`src/dtrk_pkg.sv`:
```
// shared types and constants for the dependency depth tracker
`default_nettype none

package dtrk_pkg;

    localparam int NUM_REGS    = 32;
    localparam int REG_BITS    = 5;
    localparam int OP_BITS     = 5;
    localparam int LAT_BITS    = 8;
    localparam int NUM_LAT_WORDS = 4;
    localparam int CFG_IDX_BITS  = 2;
    localparam int CFG_BITS    = 64;
    localparam int IDX_BITS    = 12;
    localparam int PROD_BITS   = 13;
    localparam int CNT_BITS    = 13;
    localparam int TIME_BITS   = 24;
    localparam int QUEUE_DEPTH = 2;
    localparam int QPTR_BITS   = 1;
    localparam int QCNT_BITS   = 2;

    localparam logic [CNT_BITS-1:0]  MAX_INSTS  = CNT_BITS'(4096);
    localparam logic [IDX_BITS-1:0]  LAST_INDEX = {IDX_BITS{1'b1}};
    localparam logic [PROD_BITS-1:0] NO_WRITER  = {PROD_BITS{1'b1}};
    localparam logic [TIME_BITS-1:0] TIME_MAX   = {TIME_BITS{1'b1}};

    // one classified instruction on its way to the back end
    typedef struct packed {
        logic [LAT_BITS-1:0] latency;
        logic [REG_BITS-1:0] dest_reg;
        logic [REG_BITS-1:0] source_a;
        logic [REG_BITS-1:0] source_b;
        logic                new_program;
    } item_t;

    // writer table entry
    typedef struct packed {
        logic [IDX_BITS-1:0]  index;
        logic [TIME_BITS-1:0] finish;
    } entry_t;

endpackage

`default_nettype wire

```
`src/dtrk_front.sv`:
```
// front end: latency table registers and classification of incoming instructions
`default_nettype none

module dtrk_front
    import dtrk_pkg::*;
(
    input  wire logic                    clk,
    input  wire logic                    rst_n,
    input  wire logic                    cfg_we,
    input  wire logic [CFG_IDX_BITS-1:0] cfg_index,
    input  wire logic [CFG_BITS-1:0]     cfg_data,
    input  wire logic [OP_BITS-1:0]      opcode,
    input  wire logic [REG_BITS-1:0]     dest_reg,
    input  wire logic [REG_BITS-1:0]     source_a,
    input  wire logic [REG_BITS-1:0]     source_b,
    input  wire logic                    new_program,
    output item_t                        item
);

    logic [CFG_BITS-1:0] lat_word_reg [NUM_LAT_WORDS];
    logic [CFG_BITS-1:0] sel_word;

    always_ff @(posedge clk or negedge rst_n)
    begin
        if (!rst_n)
        begin
            for (int i = 0; i < NUM_LAT_WORDS; i++)
            begin
                lat_word_reg[i] <= '0;
            end
        end
        else if (cfg_we)
        begin
            lat_word_reg[cfg_index] <= cfg_data;
        end
    end

    // word by the upper opcode bits, byte by the lower three
    assign sel_word = lat_word_reg[opcode[4:3]];

    always_comb
    begin
        item.latency     = sel_word[{opcode[2:0], 3'b000} +: LAT_BITS];
        item.dest_reg    = dest_reg;
        item.source_a    = source_a;
        item.source_b    = source_b;
        item.new_program = new_program;
    end

endmodule

`default_nettype wire

```
`src/dtrk_queue.sv`:
```
// short queue between the front and back ends
`default_nettype none

module dtrk_queue
    import dtrk_pkg::*;
(
    input  wire logic  clk,
    input  wire logic  rst_n,
    input  wire logic  push,
    input  item_t      push_item,
    output logic       not_full,
    input  wire logic  pop,
    output logic       not_empty,
    output item_t      head
);

    item_t                 slot_reg [QUEUE_DEPTH];
    logic [QPTR_BITS-1:0]  wr_ptr_reg;
    logic [QPTR_BITS-1:0]  rd_ptr_reg;
    logic [QCNT_BITS-1:0]  count_reg;
    logic [QCNT_BITS-1:0]  count_next;

    assign not_full  = (count_reg != QCNT_BITS'(QUEUE_DEPTH));
    assign not_empty = (count_reg != '0);
    assign head      = slot_reg[rd_ptr_reg];

    always_comb
    begin
        count_next = count_reg;
        if (push && !pop)
        begin
            count_next = count_reg + 1'b1;
        end
        else if (pop && !push)
        begin
            count_next = count_reg - 1'b1;
        end
    end

    always_ff @(posedge clk or negedge rst_n)
    begin
        if (!rst_n)
        begin
            wr_ptr_reg <= '0;
            rd_ptr_reg <= '0;
            count_reg  <= '0;
        end
        else
        begin
            count_reg <= count_next;
            if (push)
            begin
                wr_ptr_reg <= wr_ptr_reg + 1'b1;
            end
            if (pop)
            begin
                rd_ptr_reg <= rd_ptr_reg + 1'b1;
            end
        end
    end

    always_ff @(posedge clk)
    begin
        if (push)
        begin
            slot_reg[wr_ptr_reg] <= push_item;
        end
    end

endmodule

`default_nettype wire

```
`src/dtrk_back.sv`:
```
// back end: writer table, depth arithmetic and result register
`default_nettype none

module dtrk_back
    import dtrk_pkg::*;
(
    input  wire logic                  clk,
    input  wire logic                  rst_n,
    input  wire logic                  q_valid,
    input  item_t                      q_item,
    output logic                       q_pop,
    output logic                       out_valid,
    input  wire logic                  out_ready,
    output logic [IDX_BITS-1:0]        inst_index,
    output logic signed [PROD_BITS-1:0] producer_a,
    output logic signed [PROD_BITS-1:0] producer_b,
    output logic [TIME_BITS-1:0]       start_depth,
    output logic [TIME_BITS-1:0]       finish_time,
    output logic [TIME_BITS-1:0]       program_depth,
    output logic                       index_overflow
);

    // writer table memory, read into registers ahead of execution
    entry_t                mem [NUM_REGS];
    entry_t                rd_a_reg;
    entry_t                rd_b_reg;
    logic [NUM_REGS-1:0]   vld_reg;

    // execute stage
    logic                  e_valid_reg;
    item_t                 e_item_reg;
    logic                  fwd_a_reg;
    logic                  fwd_b_reg;
    entry_t                fwd_reg;

    logic [CNT_BITS-1:0]   cnt_reg;
    logic [TIME_BITS-1:0]  maxf_reg;

    logic                  out_valid_reg;
    logic [IDX_BITS-1:0]   out_idx_reg;
    logic [PROD_BITS-1:0]  out_pa_reg;
    logic [PROD_BITS-1:0]  out_pb_reg;
    logic [TIME_BITS-1:0]  out_start_reg;
    logic [TIME_BITS-1:0]  out_fin_reg;
    logic [TIME_BITS-1:0]  out_max_reg;
    logic                  out_ovf_reg;

    logic                  e_fire;
    logic [CNT_BITS-1:0]   cnt_cur;
    logic [TIME_BITS-1:0]  maxf_cur;
    logic                  ovf;
    logic [IDX_BITS-1:0]   idx;
    logic                  hit_a;
    logic                  hit_b;
    entry_t                ent_a;
    entry_t                ent_b;
    logic [TIME_BITS-1:0]  fin_a;
    logic [TIME_BITS-1:0]  fin_b;
    logic [TIME_BITS-1:0]  start;
    logic [TIME_BITS:0]    sum;
    logic [TIME_BITS-1:0]  fin;
    logic [TIME_BITS-1:0]  maxf_new;
    logic [NUM_REGS-1:0]   dest_bit;
    logic [PROD_BITS-1:0]  pa;
    logic [PROD_BITS-1:0]  pb;

    assign e_fire = e_valid_reg && (!out_valid_reg || out_ready);
    assign q_pop  = q_valid && (!e_valid_reg || e_fire);

    always_comb
    begin
        cnt_cur  = e_item_reg.new_program ? '0 : cnt_reg;
        maxf_cur = e_item_reg.new_program ? '0 : maxf_reg;
        ovf      = (cnt_cur == MAX_INSTS);
        idx      = ovf ? LAST_INDEX : cnt_cur[IDX_BITS-1:0];

        // a new program sees an empty table
        hit_a = !e_item_reg.new_program && vld_reg[e_item_reg.source_a];
        hit_b = !e_item_reg.new_program && vld_reg[e_item_reg.source_b];
        ent_a = fwd_a_reg ? fwd_reg : rd_a_reg;
        ent_b = fwd_b_reg ? fwd_reg : rd_b_reg;
        fin_a = hit_a ? ent_a.finish : '0;
        fin_b = hit_b ? ent_b.finish : '0;
        pa    = hit_a ? {1'b0, ent_a.index} : NO_WRITER;
        pb    = hit_b ? {1'b0, ent_b.index} : NO_WRITER;

        start    = (fin_a > fin_b) ? fin_a : fin_b;
        sum      = {1'b0, start} + {{(TIME_BITS + 1 - LAT_BITS){1'b0}}, e_item_reg.latency};
        fin      = sum[TIME_BITS] ? TIME_MAX : sum[TIME_BITS-1:0];
        maxf_new = (fin > maxf_cur) ? fin : maxf_cur;
        dest_bit = NUM_REGS'(1) << e_item_reg.dest_reg;
    end

    always_ff @(posedge clk or negedge rst_n)
    begin
        if (!rst_n)
        begin
            e_valid_reg   <= 1'b0;
            out_valid_reg <= 1'b0;
            vld_reg       <= '0;
            cnt_reg       <= '0;
            maxf_reg      <= '0;
        end
        else
        begin
            if (q_pop)
            begin
                e_valid_reg <= 1'b1;
            end
            else if (e_fire)
            begin
                e_valid_reg <= 1'b0;
            end

            if (e_fire)
            begin
                out_valid_reg <= 1'b1;
            end
            else if (out_ready)
            begin
                out_valid_reg <= 1'b0;
            end

            if (e_fire)
            begin
                cnt_reg  <= ovf ? cnt_cur : cnt_cur + 1'b1;
                maxf_reg <= maxf_new;
                vld_reg  <= e_item_reg.new_program ? dest_bit : (vld_reg | dest_bit);
            end
        end
    end

    // table write on execute, reads issued as the item leaves the queue
    always_ff @(posedge clk)
    begin
        if (e_fire)
        begin
            mem[e_item_reg.dest_reg] <= '{index: idx, finish: fin};
        end
    end

    always_ff @(posedge clk)
    begin
        if (q_pop)
        begin
            rd_a_reg   <= mem[q_item.source_a];
            rd_b_reg   <= mem[q_item.source_b];
            e_item_reg <= q_item;
            // the read misses a write landing in the same cycle, so bypass it
            fwd_a_reg  <= e_fire && (e_item_reg.dest_reg == q_item.source_a);
            fwd_b_reg  <= e_fire && (e_item_reg.dest_reg == q_item.source_b);
            fwd_reg    <= '{index: idx, finish: fin};
        end
    end

    always_ff @(posedge clk)
    begin
        if (e_fire)
        begin
            out_idx_reg   <= idx;
            out_pa_reg    <= pa;
            out_pb_reg    <= pb;
            out_start_reg <= start;
            out_fin_reg   <= fin;
            out_max_reg   <= maxf_new;
            out_ovf_reg   <= ovf;
        end
    end

    assign out_valid      = out_valid_reg;
    assign inst_index     = out_idx_reg;
    assign producer_a     = out_pa_reg;
    assign producer_b     = out_pb_reg;
    assign start_depth    = out_start_reg;
    assign finish_time    = out_fin_reg;
    assign program_depth  = out_max_reg;
    assign index_overflow = out_ovf_reg;

endmodule

`default_nettype wire

```
`src/dataflow_dependency_depth_tracker.sv`:
```
// top level: front end, item queue and back end of the dependency depth tracker
// path: an instruction transfer goes through a queue slot, the table read into execute
// and the result register before its result is valid
// throughput: one instruction per cycle while out_ready keeps the result register moving,
// set by the execute stage max-add-write, with a bypass for the entry written just ahead
// reset: clears latency words, queue, writer valid bits, counter and program depth;
// the writer table memory itself is not cleared, its valid bits cover it
`default_nettype none

module dataflow_dependency_depth_tracker
    import dtrk_pkg::*;
(
    input  wire logic                    clk,
    input  wire logic                    rst_n,
    input  wire logic                    cfg_we,
    input  wire logic [CFG_IDX_BITS-1:0] cfg_index,
    input  wire logic [CFG_BITS-1:0]     cfg_data,
    input  wire logic                    in_valid,
    output logic                         in_ready,
    input  wire logic [OP_BITS-1:0]      opcode,
    input  wire logic [REG_BITS-1:0]     dest_reg,
    input  wire logic [REG_BITS-1:0]     source_a,
    input  wire logic [REG_BITS-1:0]     source_b,
    input  wire logic                    new_program,
    output logic                         out_valid,
    input  wire logic                    out_ready,
    output logic [IDX_BITS-1:0]          inst_index,
    output logic signed [PROD_BITS-1:0]  producer_a,
    output logic signed [PROD_BITS-1:0]  producer_b,
    output logic [TIME_BITS-1:0]         start_depth,
    output logic [TIME_BITS-1:0]         finish_time,
    output logic [TIME_BITS-1:0]         program_depth,
    output logic                         index_overflow
);

    item_t front_item;
    item_t q_head;
    logic  q_not_full;
    logic  q_not_empty;
    logic  q_pop;

    dtrk_front u_front (
        .clk         (clk),
        .rst_n       (rst_n),
        .cfg_we      (cfg_we),
        .cfg_index   (cfg_index),
        .cfg_data    (cfg_data),
        .opcode      (opcode),
        .dest_reg    (dest_reg),
        .source_a    (source_a),
        .source_b    (source_b),
        .new_program (new_program),
        .item        (front_item)
    );

    assign in_ready = q_not_full;

    dtrk_queue u_queue (
        .clk       (clk),
        .rst_n     (rst_n),
        .push      (in_valid && q_not_full),
        .push_item (front_item),
        .not_full  (q_not_full),
        .pop       (q_pop),
        .not_empty (q_not_empty),
        .head      (q_head)
    );

    dtrk_back u_back (
        .clk            (clk),
        .rst_n          (rst_n),
        .q_valid        (q_not_empty),
        .q_item         (q_head),
        .q_pop          (q_pop),
        .out_valid      (out_valid),
        .out_ready      (out_ready),
        .inst_index     (inst_index),
        .producer_a     (producer_a),
        .producer_b     (producer_b),
        .start_depth    (start_depth),
        .finish_time    (finish_time),
        .program_depth  (program_depth),
        .index_overflow (index_overflow)
    );

endmodule

`default_nettype wire

```
`config.mk`:
```
export PLATFORM = sky130hd
export DESIGN_NAME = dataflow_dependency_depth_tracker
export DESIGN_NICKNAME = d
export VERILOG_FILES = /design/src/dtrk_pkg.sv /design/src/dtrk_front.sv /design/src/dtrk_queue.sv /design/src/dtrk_back.sv /design/src/dataflow_dependency_depth_tracker.sv
export SDC_FILE = /design/constraint.sdc
export NUM_CORES = 2
export LEC_CHECK = 0
export ABC_CLOCK_PERIOD_IN_PS = 24500
export BUFFER_PORTS_ARGS = -buffer_cell sky130_fd_sc_hd__buf_2
export CORE_MARGIN = 2
export CORE_UTILIZATION = 25
export DETAILED_ROUTE_END_ITERATION = 8
export PLACE_DENSITY = 0.37
export SETUP_SLACK_MARGIN = 0.5
export SLEW_MARGIN = 5
export SYNTH_ARGS = -nofsm -noshare
export SYNTH_HDL_FRONTEND = slang
export SYNTH_SLANG_ARGS = --single-unit
```
`constraint.sdc`:
```
create_clock -name clk -period 24.5 [get_ports clk]
set_input_delay 2.45 -clock clk [delete_from_list [all_inputs] [get_ports clk]]
set_output_delay 2.45 -clock clk [all_outputs]
set_load 0.01 [all_outputs]
```
==> impl_metrics.json <==
{
  "status": "complete, no violations",
  "synth_flop_cell": "edfxtp_1",
  "worstPathArrival_ns": 13.35,
  "worstSkewPairLatency_ns": 0.91,
  "die_area_mm2": 0.343,
  "switching_share_pct": 45.0,
  "io_buffers": 204,
  "wirelength_um": 362000,
  "critPathMaxStageDelay_ns": 0.92,
  "critPathCaptureType": "flop",
  "cts.sinks": 1776,
  "relSlewSlack_pct": 13.7,
  "finalSetupViolCount": 0,
  "syn_inst": 7742,
  "max_freq_mhz": 79.0,
  "fin_crit_sh_pct": 51.6,
  "internal_power_uw": 8260,
  "ioPinCount": 205,
  "crit_top_cell": "o21ai_0",
  "grt_usage_pct": 20.6,
  "seqPwrFrac_pct": 33.8,
  "htreeDepth": 4,
  "ys_seq_elements": 1776,
  "synth-async-reset-ratio_pct": 18.6,
  "nets": 7905,
  "cp-start-kind": "flop",
  "cp_data_required_time_ns": 25.20,
  "cap_viol_max_count": 0,
  "antenna_found_initial": 43,
  "grt_max_degree": 114,
  "final_hold_viol_count": 0,
  "leakage_uw": 0.0364,
  "synth.avg_cell_area_um2": 10.9,
  "cts_tree": "yes",
  "hp-class": "flop to flop",
  "final_core_util_pct": 29.0,
  "routedWlPerCell_um": 29.1,
  "cts_root_buffer": "clkbuf_16",
  "rsz0062_at_grt": "false",
  "dpl.hpwl_um": 207000,
  "crit_path_max_fanout": 45,
  "p_sw_uw": 6750,
  "gp_routability_congestion": 0.850,
  "tightest_slew_ns": 1.29,
  "fill_cells": 34300,
  "slew_viol_final": 0,
  "numCtsBuffers": 213,
  "vias": 64700,
  "slowest_stage": "inv_1",
  "drtIter0Drc": 6739,
  "period_minus_slack_ns": 12.65,
  "setup_tns_ns": 0,
  "core_area_mm2": 0.337,
  "die_height_um": 586,
  "clock_path_buffers": 4,
  "first_pass_iters": 8,
  "worst-setup-path-type": "flop to flop",
  "grt_pass1_vias": 63800,
  "fp.dieW_um": 586,
  "ctsHoldBuffers": 0,
  "synth-edff-count": 1445,
  "rows": 213,
  "finClkSkew_ns": 0.103,
  "power_frac_comb_pct": 45.8,
  "route.detailed.drc": 0,
  "initial_core_util_pct": 25.1,
  "ctsResizeCount": 0,
  "p_per_area_mw_per_mm2": 154,
  "yosys_warnings": 0,
  "clkPwrFrac_pct": 20.4,
  "vias_per_cell": 5.19,
  "netlist_area_mm2": 0.0846,
  "layout-drive-gt1-share_pct": 14.6,
  "grt-ovfl-total": 0,
  "syn_to_final_growth_pct": 15.4,
  "grt_pass1_wl_um": 504000,
  "synth_nets": 7894,
  "clk_pin_slew_ns": 0.06,
  "synth-seq-area-share_pct": 61.1,
  "postRouteAntennaNets": 0,
  "cts_setup_buffers": 0,
  "worst_ir_drop_vdd_mv": 0.308,
  "largest_reg_flops": 1152,
  "ys_types": 67
}
## routing by layer
layer	routed length [µm]	vias up	share of wire, %	global-route usage [%]
met1	161000	33300	45	28.6
met2	168000	2657	47	33.5
met3	21700	575	6.0	2.63
met4	10600	2	2.9	5.61
li1	-	28200	-	-
met5	13	-	0.0036	0
## cells by family after synthesis
kind of cell | count (synthesis) | share of synthesized area, %
simple gates | 3974 | 20.2
flops | 1776 | 61.1
compound gates | 715 | 6.57
buf+inv | 672 | 3.05
mux | 508 | 7.81
fa+ha+maj | 60 | 0.896
xor+xnor | 37 | 0.392
## stage by stage
step / total power (µW) / hold slack, ns / std cells / cell area (µm²) / worst slack [ns]
after floorplan: 8940 / 0.450 / 7742 / 84600 / 13.64
after global placement: 12000 / 0.464 / 12100 / 91100 / 11.86
after detailed placement: 12000 / 0.471 / 12100 / 91100 / 11.89
after CTS: 15100 / 0.484 / 12400 / 97600 / 11.81
after global routing: 15700 / 0.494 / 12400 / 97600 / 11.06
final: 15000 / 0.479 / 12500 / 97600 / 11.85
## final timing paths
check / end / startpoint / slack [ns] / depth (start not counted)
worst min register to register: u_back.maxf_reg[5] / u_back.maxf_reg[5] / 0.48 / 2
worst max register to register: u_back.maxf_reg[2] / u_back.e_item_reg[2] / 11.85 / 38
max in group asynchronous: u_front.lat_word_reg[222] / rst_n / 20.72 / 3
min in group asynchronous: u_back.maxf_reg[18] / rst_n / 1.65 / 1
worst min-delay path: u_back.maxf_reg[5] / u_back.maxf_reg[5] / 0.48 / 2
worst max-delay path: u_back.maxf_reg[2] / u_back.e_item_reg[2] / 11.85 / 38
## worst max-delay path, delay by kind of cell (launching register included)
kind / cells / cell delay (ns)
buf+inv: 6 / 2.85
simple gates: 7 / 2.37
flops: 1 / 0.63
compound gates: 19 / 4.52
mux: 3 / 1.05
fa+ha+maj: 3 / 1.00
## cell usage after synthesis, types with 5 or more instances
cell type  instances  area, µm²
nor2b_1           23        144
nor4_1             8       50.1
nand2_1         2426       9110
clkbuf_1         522       1960
a31oi_1           76        475
buf_2              5       25.0
buf_4              5       37.5
mux2i_1          109       1090
a21oi_1           24        120
o31ai_1            8       60.1
mux2_2           308       3470
nor2_1            96        360
or2_2              6       37.5
xnor2_1           21        184
ha_1              59        738
a21o_1           124        931
buf_1             58        218
o21ai_1           13       65.1
nand3_1         1196       5990
a311oi_1         361       3160
o21a_1             8       60.1
xor2_1            15        131
and3_1           151        945
o21ai_0           58        290
edfxtp_1        1445      43400
a22o_1             6       52.6
dfrtp_1          331       8280
and2_1             7       43.8
o211ai_1           6       45.0
nand4_1           18        113
mux4_2            91       2050
inv_1             75        282
nand2b_1          10       62.6
nor3_1            13       65.1
## placed cells by master (no fill, tap or decap), types with 32 or more instances in the layout
master / Yosys / final
nand2_1: 2426 / 2426
edfxtp_1: 1445 / 1445
nand3_1: 1196 / 1195
a311oi_1: 361 / 361
dfrtp_1: 331 / 330
mux2_2: 308 / 308
clkbuf_16: 0 / 217
buf_2: 5 / 202
buf_4: 5 / 178
and3_1: 151 / 151
a21o_1: 124 / 124
mux2i_1: 109 / 98
mux4_2: 91 / 91
a31oi_1: 76 / 75
inv_1: 75 / 69
nor2_1: 96 / 62
clkbuf_1: 522 / 60
ha_1: 59 / 59
o21ai_0: 58 / 50
clkinv_1: 0 / 39
clkinv_2: 0 / 38
nor2_4: 0 / 32
## layout make-up
cell class	count	area (µm²)	share of cell area (%)
Antenna cell	18	45.0	0.0461
Clock buffer	289	5820	5.96
Clock inverter	93	686	0.702
Inverter	77	334	0.342
Multi-Input combinational cell	5294	30800	31.6
Sequential cell	1776	51700	52.9
Tap cell	4515	5650	5.79
Timing Repair Buffer	391	2560	2.62
## power by group through the flow
stage / clock, µW / combinational (µW) / sequential, µW
2_1_floorplan: 0 / 3990 / 4950
3_3_place_gp: 0 / 6860 / 5130
3_5_place_dp: 0 / 6850 / 5120
4_1_cts: 3150 / 6870 / 5070
5_1_grt: 3260 / 7360 / 5120
6_report: 3070 / 6870 / 5070
Power figures use the tool's default switching activity.
